## src/hdl/tcov_pkg.sv

```systemverilog
`default_nettype none

package tcov_pkg;

	// Fixed field widths of the item and result beats.
	localparam int TILE_IDX_W = 9;
	localparam int COLOR_W    = 24;
	localparam int MASK_W     = 64;
	localparam int DIM_W      = 13;
	localparam int CFG_IDX_W  = 1;

	// Register indexes on the configuration channel.
	localparam logic [CFG_IDX_W-1:0] REG_IMAGE_WIDTH  = 1'b0;
	localparam logic [CFG_IDX_W-1:0] REG_IMAGE_HEIGHT = 1'b1;

	// Values of the image size registers after reset.
	localparam logic [DIM_W-1:0] IMAGE_WIDTH_RST  = 13'd800;
	localparam logic [DIM_W-1:0] IMAGE_HEIGHT_RST = 13'd800;

	// Number of register stages from item to result.
	localparam int PIPE_DEPTH = 4;

	// Width of a tile origin coordinate (tile index times tile side, plus the pixel offset).
	function automatic int org_width(input int tile_side);
		return TILE_IDX_W + $clog2(tile_side);
	endfunction

	// Signed width that holds both a vertex coordinate and a pixel coordinate.
	function automatic int coord_width(input int coord_bits, input int tile_side);
		int ow;
		ow = org_width(tile_side);
		return (coord_bits > ow + 1) ? coord_bits : ow + 1;
	endfunction

	// Width of one cross product term.
	function automatic int prod_width(input int coord_bits, input int tile_side);
		return 2 * (coord_width(coord_bits, tile_side) + 1);
	endfunction

	// Width of a full edge function value at a pixel, with headroom for the steps.
	function automatic int edge_width(input int coord_bits, input int tile_side);
		return prod_width(coord_bits, tile_side) + 4;
	endfunction

endpackage

`default_nettype wire

```

## src/hdl/tcov_if.sv

```systemverilog
`default_nettype none

// Triangle and tile item channel.
interface tcov_in_if #(parameter int COORD_BITS = 13) ();
	import tcov_pkg::*;

	logic                         valid;
	logic                         ready;
	logic signed [COORD_BITS-1:0] v0_x;
	logic signed [COORD_BITS-1:0] v0_y;
	logic signed [COORD_BITS-1:0] v1_x;
	logic signed [COORD_BITS-1:0] v1_y;
	logic signed [COORD_BITS-1:0] v2_x;
	logic signed [COORD_BITS-1:0] v2_y;
	logic [TILE_IDX_W-1:0]        tile_col;
	logic [TILE_IDX_W-1:0]        tile_row;
	logic [COLOR_W-1:0]           fill_color;

	modport source (output valid, v0_x, v0_y, v1_x, v1_y, v2_x, v2_y,
		tile_col, tile_row, fill_color, input ready);
	modport sink (input valid, v0_x, v0_y, v1_x, v1_y, v2_x, v2_y,
		tile_col, tile_row, fill_color, output ready);
endinterface


`default_nettype wire

```

## src/hdl/tcov_setup.sv

```systemverilog
`default_nettype none

module tcov_setup #(
	parameter int TILE_SIDE  = 8,
	parameter int COORD_BITS = 13,
	localparam int XW = tcov_pkg::coord_width(COORD_BITS, TILE_SIDE),
	localparam int DW = XW + 1,
	localparam int PW = tcov_pkg::prod_width(COORD_BITS, TILE_SIDE)
) (
	input  logic                              clk,
	input  logic                              arst_n,
	tcov_in_if.sink                           item,
	input  logic [tcov_pkg::DIM_W-1:0]        image_width,
	input  logic [tcov_pkg::DIM_W-1:0]        image_height,
	output logic                              valid_s2,
	input  logic                              down_ready,
	output logic signed [DW-1:0]              dx_s2 [3],
	output logic signed [DW-1:0]              dy_s2 [3],
	output logic signed [PW-1:0]              pa_s2 [3],
	output logic signed [PW-1:0]              pb_s2 [3],
	output logic [TILE_SIDE-1:0]              row_ok_s2,
	output logic [TILE_SIDE-1:0]              col_ok_s2,
	output logic [tcov_pkg::TILE_IDX_W-1:0]   tile_col_s2,
	output logic [tcov_pkg::TILE_IDX_W-1:0]   tile_row_s2,
	output logic [tcov_pkg::COLOR_W-1:0]      color_s2
);
	import tcov_pkg::*;

	localparam int OW = org_width(TILE_SIDE);
	localparam int CW = (OW > DIM_W) ? OW : DIM_W;

	logic valid_s1;
	logic adv_s1;
	logic adv_s2;

	logic signed [XW-1:0] vx [3];
	logic signed [XW-1:0] vy [3];
	logic [OW-1:0]        ox_in;
	logic [OW-1:0]        oy_in;
	logic signed [XW-1:0] xlo_nx, xhi_nx, ylo_nx, yhi_nx;
	logic signed [DW-1:0] dx_nx [3];
	logic signed [DW-1:0] dy_nx [3];
	logic signed [DW-1:0] qx_nx [3];
	logic signed [DW-1:0] qy_nx [3];

	logic signed [DW-1:0]    dx_s1 [3];
	logic signed [DW-1:0]    dy_s1 [3];
	logic signed [DW-1:0]    qx_s1 [3];
	logic signed [DW-1:0]    qy_s1 [3];
	logic signed [XW-1:0]    xlo_s1, xhi_s1, ylo_s1, yhi_s1;
	logic [OW-1:0]           ox_s1;
	logic [OW-1:0]           oy_s1;
	logic [TILE_IDX_W-1:0]   tile_col_s1;
	logic [TILE_IDX_W-1:0]   tile_row_s1;
	logic [COLOR_W-1:0]      color_s1;

	logic [TILE_SIDE-1:0] row_ok_nx;
	logic [TILE_SIDE-1:0] col_ok_nx;

	// A stage moves on when it is empty or its successor moves on.
	assign adv_s2     = !valid_s2 || down_ready;
	assign adv_s1     = !valid_s1 || adv_s2;
	assign item.ready = adv_s1;

	// Vertices widened to the common coordinate width, and the tile origin.
	assign vx[0] = XW'(item.v0_x);
	assign vy[0] = XW'(item.v0_y);
	assign vx[1] = XW'(item.v1_x);
	assign vy[1] = XW'(item.v1_y);
	assign vx[2] = XW'(item.v2_x);
	assign vy[2] = XW'(item.v2_y);
	assign ox_in = OW'(item.tile_col) * OW'(TILE_SIDE);
	assign oy_in = OW'(item.tile_row) * OW'(TILE_SIDE);

	// Bounding box of the three vertices, before clipping.
	always_comb begin
		xlo_nx = (vx[0] < vx[1]) ? vx[0] : vx[1];
		xlo_nx = (xlo_nx < vx[2]) ? xlo_nx : vx[2];
		xhi_nx = (vx[0] > vx[1]) ? vx[0] : vx[1];
		xhi_nx = (xhi_nx > vx[2]) ? xhi_nx : vx[2];
		ylo_nx = (vy[0] < vy[1]) ? vy[0] : vy[1];
		ylo_nx = (ylo_nx < vy[2]) ? ylo_nx : vy[2];
		yhi_nx = (vy[0] > vy[1]) ? vy[0] : vy[1];
		yhi_nx = (yhi_nx > vy[2]) ? yhi_nx : vy[2];
	end

	// Edge direction and tile origin relative to the edge start, for each edge.
	for (genvar k = 0; k < 3; k++) begin : g_edge
		localparam int B = (k + 1) % 3;
		assign dx_nx[k] = DW'(vx[B]) - DW'(vx[k]);
		assign dy_nx[k] = DW'(vy[B]) - DW'(vy[k]);
		assign qx_nx[k] = DW'($signed({1'b0, ox_in})) - DW'(vx[k]);
		assign qy_nx[k] = DW'($signed({1'b0, oy_in})) - DW'(vy[k]);
	end

	// Rows and columns of the tile that fall inside the clipped box.
	for (genvar r = 0; r < TILE_SIDE; r++) begin : g_lim
		logic [OW-1:0]        py;
		logic [OW-1:0]        px;
		logic signed [XW-1:0] pys;
		logic signed [XW-1:0] pxs;
		assign py  = oy_s1 + OW'(r);
		assign px  = ox_s1 + OW'(r);
		assign pys = XW'($signed({1'b0, py}));
		assign pxs = XW'($signed({1'b0, px}));
		assign row_ok_nx[r] = (pys >= ylo_s1) && (pys <= yhi_s1) &&
			(CW'(py) < CW'(image_height));
		assign col_ok_nx[r] = (pxs >= xlo_s1) && (pxs <= xhi_s1) &&
			(CW'(px) < CW'(image_width));
	end

	// Valid bits.
	always_ff @(posedge clk or negedge arst_n) begin
		if (!arst_n) begin
			valid_s1 <= 1'b0;
			valid_s2 <= 1'b0;
		end else begin
			if (adv_s1)
				valid_s1 <= item.valid;
			if (adv_s2)
				valid_s2 <= valid_s1;
		end
	end

	// First stage: differences and the box.
	always_ff @(posedge clk) begin
		if (adv_s1) begin
			dx_s1       <= dx_nx;
			dy_s1       <= dy_nx;
			qx_s1       <= qx_nx;
			qy_s1       <= qy_nx;
			xlo_s1      <= xlo_nx;
			xhi_s1      <= xhi_nx;
			ylo_s1      <= ylo_nx;
			yhi_s1      <= yhi_nx;
			ox_s1       <= ox_in;
			oy_s1       <= oy_in;
			tile_col_s1 <= item.tile_col;
			tile_row_s1 <= item.tile_row;
			color_s1    <= item.fill_color;
		end
	end

	// Second stage: the two cross product terms at the tile origin, and the row and column limits.
	always_ff @(posedge clk) begin
		if (adv_s2) begin
			for (int k = 0; k < 3; k++) begin
				pa_s2[k] <= PW'(dx_s1[k]) * PW'(qy_s1[k]);
				pb_s2[k] <= PW'(dy_s1[k]) * PW'(qx_s1[k]);
			end
			dx_s2       <= dx_s1;
			dy_s2       <= dy_s1;
			row_ok_s2   <= row_ok_nx;
			col_ok_s2   <= col_ok_nx;
			tile_col_s2 <= tile_col_s1;
			tile_row_s2 <= tile_row_s1;
			color_s2    <= color_s1;
		end
	end

endmodule

`default_nettype wire

```

## src/flat_wrapper.sv

```systemverilog
// flat-port wrapper written by rule: the top's interface ports become plain ports
module tcov_setup_flat import tcov_pkg::*;
#(
	parameter int TILE_SIDE  = 8,
	parameter int COORD_BITS = 13,
	localparam int XW = tcov_pkg::coord_width(COORD_BITS, TILE_SIDE),
	localparam int DW = XW + 1,
	localparam int PW = tcov_pkg::prod_width(COORD_BITS, TILE_SIDE)
)
  (clk, arst_n, image_width, image_height, valid_s2, down_ready, dx_s2, dy_s2, pa_s2, pb_s2, row_ok_s2, col_ok_s2, tile_col_s2, tile_row_s2, color_s2, item_valid, item_v0_x, item_v0_y, item_v1_x, item_v1_y, item_v2_x, item_v2_y, item_tile_col, item_tile_row, item_fill_color, item_ready);
  tcov_in_if #(.COORD_BITS(COORD_BITS)) item_i ();
  input  logic clk;
  input  logic arst_n;
  input  logic [tcov_pkg::DIM_W-1:0] image_width;
  input  logic [tcov_pkg::DIM_W-1:0] image_height;
  output logic valid_s2;
  input  logic down_ready;
  output logic signed [DW-1:0] dx_s2[3];
  output logic signed [DW-1:0] dy_s2[3];
  output logic signed [PW-1:0] pa_s2[3];
  output logic signed [PW-1:0] pb_s2[3];
  output logic [TILE_SIDE-1:0] row_ok_s2;
  output logic [TILE_SIDE-1:0] col_ok_s2;
  output logic [tcov_pkg::TILE_IDX_W-1:0] tile_col_s2;
  output logic [tcov_pkg::TILE_IDX_W-1:0] tile_row_s2;
  output logic [tcov_pkg::COLOR_W-1:0] color_s2;
  input wire logic [$bits(item_i.valid)-1:0] item_valid;
  input wire logic [$bits(item_i.v0_x)-1:0] item_v0_x;
  input wire logic [$bits(item_i.v0_y)-1:0] item_v0_y;
  input wire logic [$bits(item_i.v1_x)-1:0] item_v1_x;
  input wire logic [$bits(item_i.v1_y)-1:0] item_v1_y;
  input wire logic [$bits(item_i.v2_x)-1:0] item_v2_x;
  input wire logic [$bits(item_i.v2_y)-1:0] item_v2_y;
  input wire logic [$bits(item_i.tile_col)-1:0] item_tile_col;
  input wire logic [$bits(item_i.tile_row)-1:0] item_tile_row;
  input wire logic [$bits(item_i.fill_color)-1:0] item_fill_color;
  output wire logic [$bits(item_i.ready)-1:0] item_ready;
  assign item_i.valid = item_valid;
  assign item_i.v0_x = item_v0_x;
  assign item_i.v0_y = item_v0_y;
  assign item_i.v1_x = item_v1_x;
  assign item_i.v1_y = item_v1_y;
  assign item_i.v2_x = item_v2_x;
  assign item_i.v2_y = item_v2_y;
  assign item_i.tile_col = item_tile_col;
  assign item_i.tile_row = item_tile_row;
  assign item_i.fill_color = item_fill_color;
  assign item_ready = item_i.ready;
  tcov_setup #(.TILE_SIDE(TILE_SIDE), .COORD_BITS(COORD_BITS)) u_core (.clk(clk), .arst_n(arst_n), .item(item_i), .image_width(image_width), .image_height(image_height), .valid_s2(valid_s2), .down_ready(down_ready), .dx_s2(dx_s2), .dy_s2(dy_s2), .pa_s2(pa_s2), .pb_s2(pb_s2), .row_ok_s2(row_ok_s2), .col_ok_s2(col_ok_s2), .tile_col_s2(tile_col_s2), .tile_row_s2(tile_row_s2), .color_s2(color_s2));
endmodule
```

## config.mk

```make
export PLATFORM = sky130hd
export DESIGN_NAME = tcov_setup_flat
export DESIGN_NICKNAME = d
export VERILOG_FILES = /design/src/hdl/tcov_pkg.sv /design/src/hdl/tcov_if.sv /design/src/hdl/tcov_setup.sv /design/src/flat_wrapper.sv
export SDC_FILE = /design/constraint.sdc
export NUM_CORES = 2
export LEC_CHECK = 0
export ABC_AREA = 1
export BUFFER_PORTS_ARGS = -buffer_cell sky130_fd_sc_hd__buf_2
export CORE_MARGIN = 2
export CORE_UTILIZATION = 55
export CTS_CLUSTER_SIZE = 12
export DETAILED_ROUTE_END_ITERATION = 12
export GPL_TIMING_DRIVEN = 0
export HOLD_SLACK_MARGIN = 0.08
export PLACE_DENSITY = 0.81
export SLEW_MARGIN = 5
export SYNTH_ARGS = -nofsm -noshare
export SYNTH_HDL_FRONTEND = slang
export SYNTH_SLANG_ARGS = --single-unit
```

## constraint.sdc

```tcl
create_clock -name clk -period 11.18 [get_ports clk]
set_input_delay 1.677 -clock clk [delete_from_list [all_inputs] [get_ports clk]]
set_output_delay 1.677 -clock clk [all_outputs]
set_load 0.05 [all_outputs]
```

# Word-level counts from Yosys, hierarchy flattened

Cells that the tools add are included.
Widths: inputs -> output; s select.

Flip-flop bits (word level): 574
Input port bits: 150
Output and inout bits: 312
Word-level logic and storage cells: 170

Muxes and demuxes: 8
$mul: 6
Reduce and logical (&&, ||, !) cells: 36
Add/sub/neg operators: 26
$lt $le $gt $ge: 56

Operator list:

| operator              | number |
|---|---|
| $ge 13x13->1          | 16 |
| $le 13x13->1          | 16 |
| $lt 12x13->1          | 16 |
| $mul 14x14->28        | 6 |
| $sub 13x13->14        | 12 |
| $mux 13               | 8 |
| $add 12x3->12 const B | 8 |
| $gt 13x13->1          | 4 |
| $lt 13x13->1          | 4 |
| $add 12x2->12 const B | 4 |
| $logic_and 1x1->1     | 32 |
| $add 12x1->12 const B | 2 |
| $logic_not 1->1       | 2 |
| $logic_or 1x1->1      | 2 |

# Depth between registers and ports, before layout

Depth in word-level cells: 4
Gate-level depth with buffers: 29
Depth with buffers taken out: 28

# Least setup slack after synthesis

OpenSTA, ideal clock, no wires.

Path type: input -> register
Start point: input port down_ready
End point: register u_core.color_s1[0], enable pin
Stages on the path: 2
Required time: 8.377 ns
Library setup time: 2.803 ns
Data arrival time: 7.909 ns
Setup slack: 0.468 ns
Path buffers: 0
Cells stage by stage: inv_1 nand3_1

Word-level cells in the longest chain between the ends: 2

Ends and longest elaborated chain:

| what                 | RTL line           | RTL |
|---|---|---|
| from (decl)          | flat_wrapper.sv:17 | `input logic down_ready;` |
| $logic_or 1x1->1     | tcov_setup.sv:61   | `assign adv_s2 = !valid_s2 \|\| down_ready;` |
| $logic_or 1x1->1     | tcov_setup.sv:62   | `assign adv_s1 = !valid_s1 \|\| adv_s2;` |
| net item_ready       | flat_wrapper.sv:37 | `output wire logic [$bits(item_i.ready)-1:0] item_ready;` |
| to (signal assigned) | tcov_setup.sv:140  | `color_s1 <= item.fill_color;` |
| to (decl)            | tcov_setup.sv:55   | `logic [COLOR_W-1:0] color_s1;` |

The timed path passes the listed nets, and every way through them passes these cells.
A chain may end at the register's enable or synchronous reset.

# Worst setup path in the final report

Start point: register u_core.qx_s1[31] in the netlist's numbering
End point: register u_core.pb_s2[83] in the netlist's numbering, data pin

Word-level cells in the longest chain between the ends: 1

Ends and longest elaborated chain:

| what                            | RTL line          | RTL |
|---|---|---|
| from (decl)                     | tcov_setup.sv:48  | `logic signed [DW-1:0] qx_s1 [3];` |
| from (signal assigned)          | tcov_setup.sv:130 | `qx_s1 <= qx_nx;` |
| $mul 14x14->28                  | tcov_setup.sv:149 | `pb_s2[k] <= PW'(dy_s1[k]) * PW'(qx_s1[k]);` |
| to (signal, indexed assignment) | tcov_setup.sv:149 |  |
| to (decl)                       | tcov_setup.sv:20  | `output logic signed [PW-1:0] pb_s2 [3],` |

No other way between the ends.

==> flow_summary.ini <==
[status]
status = finished, final reports clean

[clock_tree]
cts_tree = built
cts-hold-fix-buffers = 0
cts_max_path_buffers = 3
clkSinkCount = 574
post_cts_resized = 0
htree_num_levels = 3
clockRootBuffer = clkbuf_16
numCtsBuffers = 68
clock_latency_ps = 700
clk_pin_slew_ps = 60
cts_setup_buffers = 0

[sta]
relSlewSlack_pct = 47.7
finalSetupViolCount = 0
finalHoldViolations = 0
slew_violations = 0
worst_slack_ps = 3660
tightest_slew_ps = 777
fin_crit_ps = 7520
fin_skew_ps = 37.6
fin_crit_sh_pct = 67.3
holdWs_ps = 417
rsz0062_at_grt = no
fmax_mhz = 133

[worst_setup_path]
rrSetupSlack_ps = 3660
cp_max_fo = 10
criticalPathCategory = reg2reg
crit_arrival_ps = 7940
start_kind = register
rr_startpoint = u_core.qx_s1[31]
cp-startpoint = u_core.qx_s1[31]
required_ps = 11600
endpoint_kind = register

[logic_synthesis]
synth_seq_cells = 574
synth_xor_area_share_pct = 3.87
synth_top_family_by_area = adder cells
synth_area_leaders = fa_1 (32%), edfxtp_1 (23%), inv_1 (12%)
synthFlopType = edfxtp_1
syn_inst = 8116
synth.top_cell.area_share_pct = 31.9
yosys-top-cells-count = inv_1 (2352), nand2_1 (1700), fa_1 (1176)
muxShareOfSynthArea_pct = 0
ys_seq_area_share_pct = 23.4
yosysMostFrequentCell = inv_1
syn_nets = 10100
synthAdderAreaFrac_pct = 43.0
synth_edf_count = 572
avgSynthCellArea_sq_um = 9.09
yosysWarnings = 0
synthArstFlopShare_pct = 0.348
netlist_area_sq_mm = 0.0738
synth_cell_types = 52
yosys.area_share.simple_pct = 11.8
synth_top_cell_by_area = fa_1
synth_compound_area_share_pct = 5.02

[placement]
dp_slack_ps = 3800
dp.cells = 10400
place.gp.congestion = 0.983
hpwl_mm = 172
place_area_sq_mm = 0.0785
io_buffers = 461

[floorplan]
placeableCoreArea_sq_mm = 0.133
rows = 134
pin_count = 462
die_x_um = 370
dieHeight_um = 370
start_util_pct = 55.3
die_area_sq_mm = 0.137

[final_layout]
drive_gt1_share_pct = 7.17
syn_to_final_growth_pct = 9.48
final_cells = 10500
nets = 10600
final_cell_area_sq_mm = 0.0807
n_fill_cell = 11100

[routing]
ant_nets = 0
vias = 56200
drc = 0
viasPerCell = 5.35
first_pass_iters = 5
wl_per_cell_um = 19.7
wirelength_mm = 207
first_iter_violations = 4754

[global_route]
grt_pass1_vias = 58200
antenna_found_initial = 74
grt_max_degree = 78
grt_overflow = 0
grt_first_pass_wirelength_mm = 322
grtUsageTotal_pct = 30.9

[worst_hold_path]
hold_path_startpoint = u_core.color_s1[1]
worstHoldPathType = reg2reg

[job]
drv_cap = 0
-- cell type report --
class | instances | area, sq um | share of cell area (%)
multi-input combinational | 5003 | 47000 | 58.2
antenna | 34 | 85.1 | 0.105
inverter | 2352 | 8830 | 10.9
timing repair buffer | 469 | 2530 | 3.13
buffer | 187 | 727 | 0.900
sequential | 574 | 17200 | 21.3
clock buffer | 83 | 1780 | 2.20
tap | 1768 | 2210 | 2.74
clock inverter | 36 | 370 | 0.459
-- cell usage in the layout, fill, tap and decap left out, types with 5 or more instances in the layout --
cell type | Yosys | final
clkinv_2 | 0 | 8
xor2_1 | 226 | 226
clkinv_1 | 0 | 10
or2_2 | 26 | 26
a21oi_1 | 298 | 298
nand4_1 | 33 | 33
a31oi_1 | 24 | 24
nor4_1 | 16 | 16
xnor2_1 | 100 | 100
nand3_1 | 139 | 138
nand3_2 | 5 | 5
o31ai_1 | 7 | 7
fa_1 | 1176 | 1176
o21a_1 | 9 | 9
inv_6 | 0 | 5
o21bai_1 | 22 | 22
buf_16 | 0 | 8
edfxtp_1 | 572 | 572
a21o_1 | 12 | 12
clkbuf_16 | 0 | 69
nor3_1 | 41 | 41
clkbuf_1 | 180 | 194
inv_1 | 2352 | 2352
a211oi_1 | 21 | 21
nand2_2 | 11 | 11
ha_1 | 652 | 652
nand2_1 | 1700 | 1699
nor2_1 | 194 | 194
a21boi_0 | 9 | 9
buf_2 | 2 | 463
o21ai_0 | 233 | 233
diode_2 | 0 | 34
o211ai_1 | 7 | 7
-- kinds of logic after synthesis --
| kind of cell | count (synthesis) |
|---|---|
| buf+inv | 2539 |
| simple gates | 2179 |
| fa+ha+maj | 1828 |
| compound gates | 670 |
| flops | 574 |
| xor+xnor | 326 |
-- per-stage QoR --
stage	util, %	TNS (ps)
CTS	60.5	0
floorplan	-	0
global placement	58.7	-1226170
finish	60.6	0
global route	60.6	0
detailed placement	58.9	0
-- worst max-delay path, stage by stage, from the launching register on --
cell and delay [ps]:
edfxtp_1 550, clkbuf_1 490, nand2_1 220, fa_1 580, fa_1 940, inv_1 250
fa_1 610, fa_1 440, fa_1 540, inv_1 50, fa_1 490, inv_1 40
ha_1 350, nand2_1 120, nor4_1 560, nand4_1 280, nand3_1 240, nand2_1 70
nand2_1 100, a21oi_1 70, o21bai_1 150, xor2_1 100
-- path summary, 6_finish.rpt --
kind / end / cells after the start
worst max-delay path: u_core.pb_s2[83] / 21
worst min-delay path: u_core.color_s2[1] / 0
worst max register to register: u_core.pb_s2[83] / 21
worst min register to register: u_core.color_s2[1] / 0
max in group asynchronous: u_core.valid_s1 / 1
min in group asynchronous: u_core.valid_s2 / 1
-- metal layers --
metal  share of wire, %  track usage, %
met1                 38            40.2
met2                 45            48.2
met3                 11            7.87
met4                5.3            15.3
met5               0.21               0
-- flip-flops by register name, summed over array words and instances (netlist names), 8 cells and up --
signal / cells
u_core.dy_s1: 42
u_core.color_s1: 24
u_core.dx_s2: 42
u_core.tile_row_s2: 9
u_core.yhi_s1: 13
u_core.qy_s1: 42
u_core.col_ok_s2: 8
u_core.row_ok_s2: 8
u_core.pa_s2: 84
u_core.xhi_s1: 13
u_core.dy_s2: 42
u_core.qx_s1: 42
u_core.ox_s1: 9
u_core.tile_row_s1: 9
u_core.color_s2: 24
u_core.tile_col_s2: 9
u_core.ylo_s1: 13
u_core.xlo_s1: 13
u_core.pb_s2: 84
u_core.dx_s1: 42
Power is left out: the tool's default activity adds up to more than one toggle a clock period on the data nets, which glitch-free logic cannot reach.
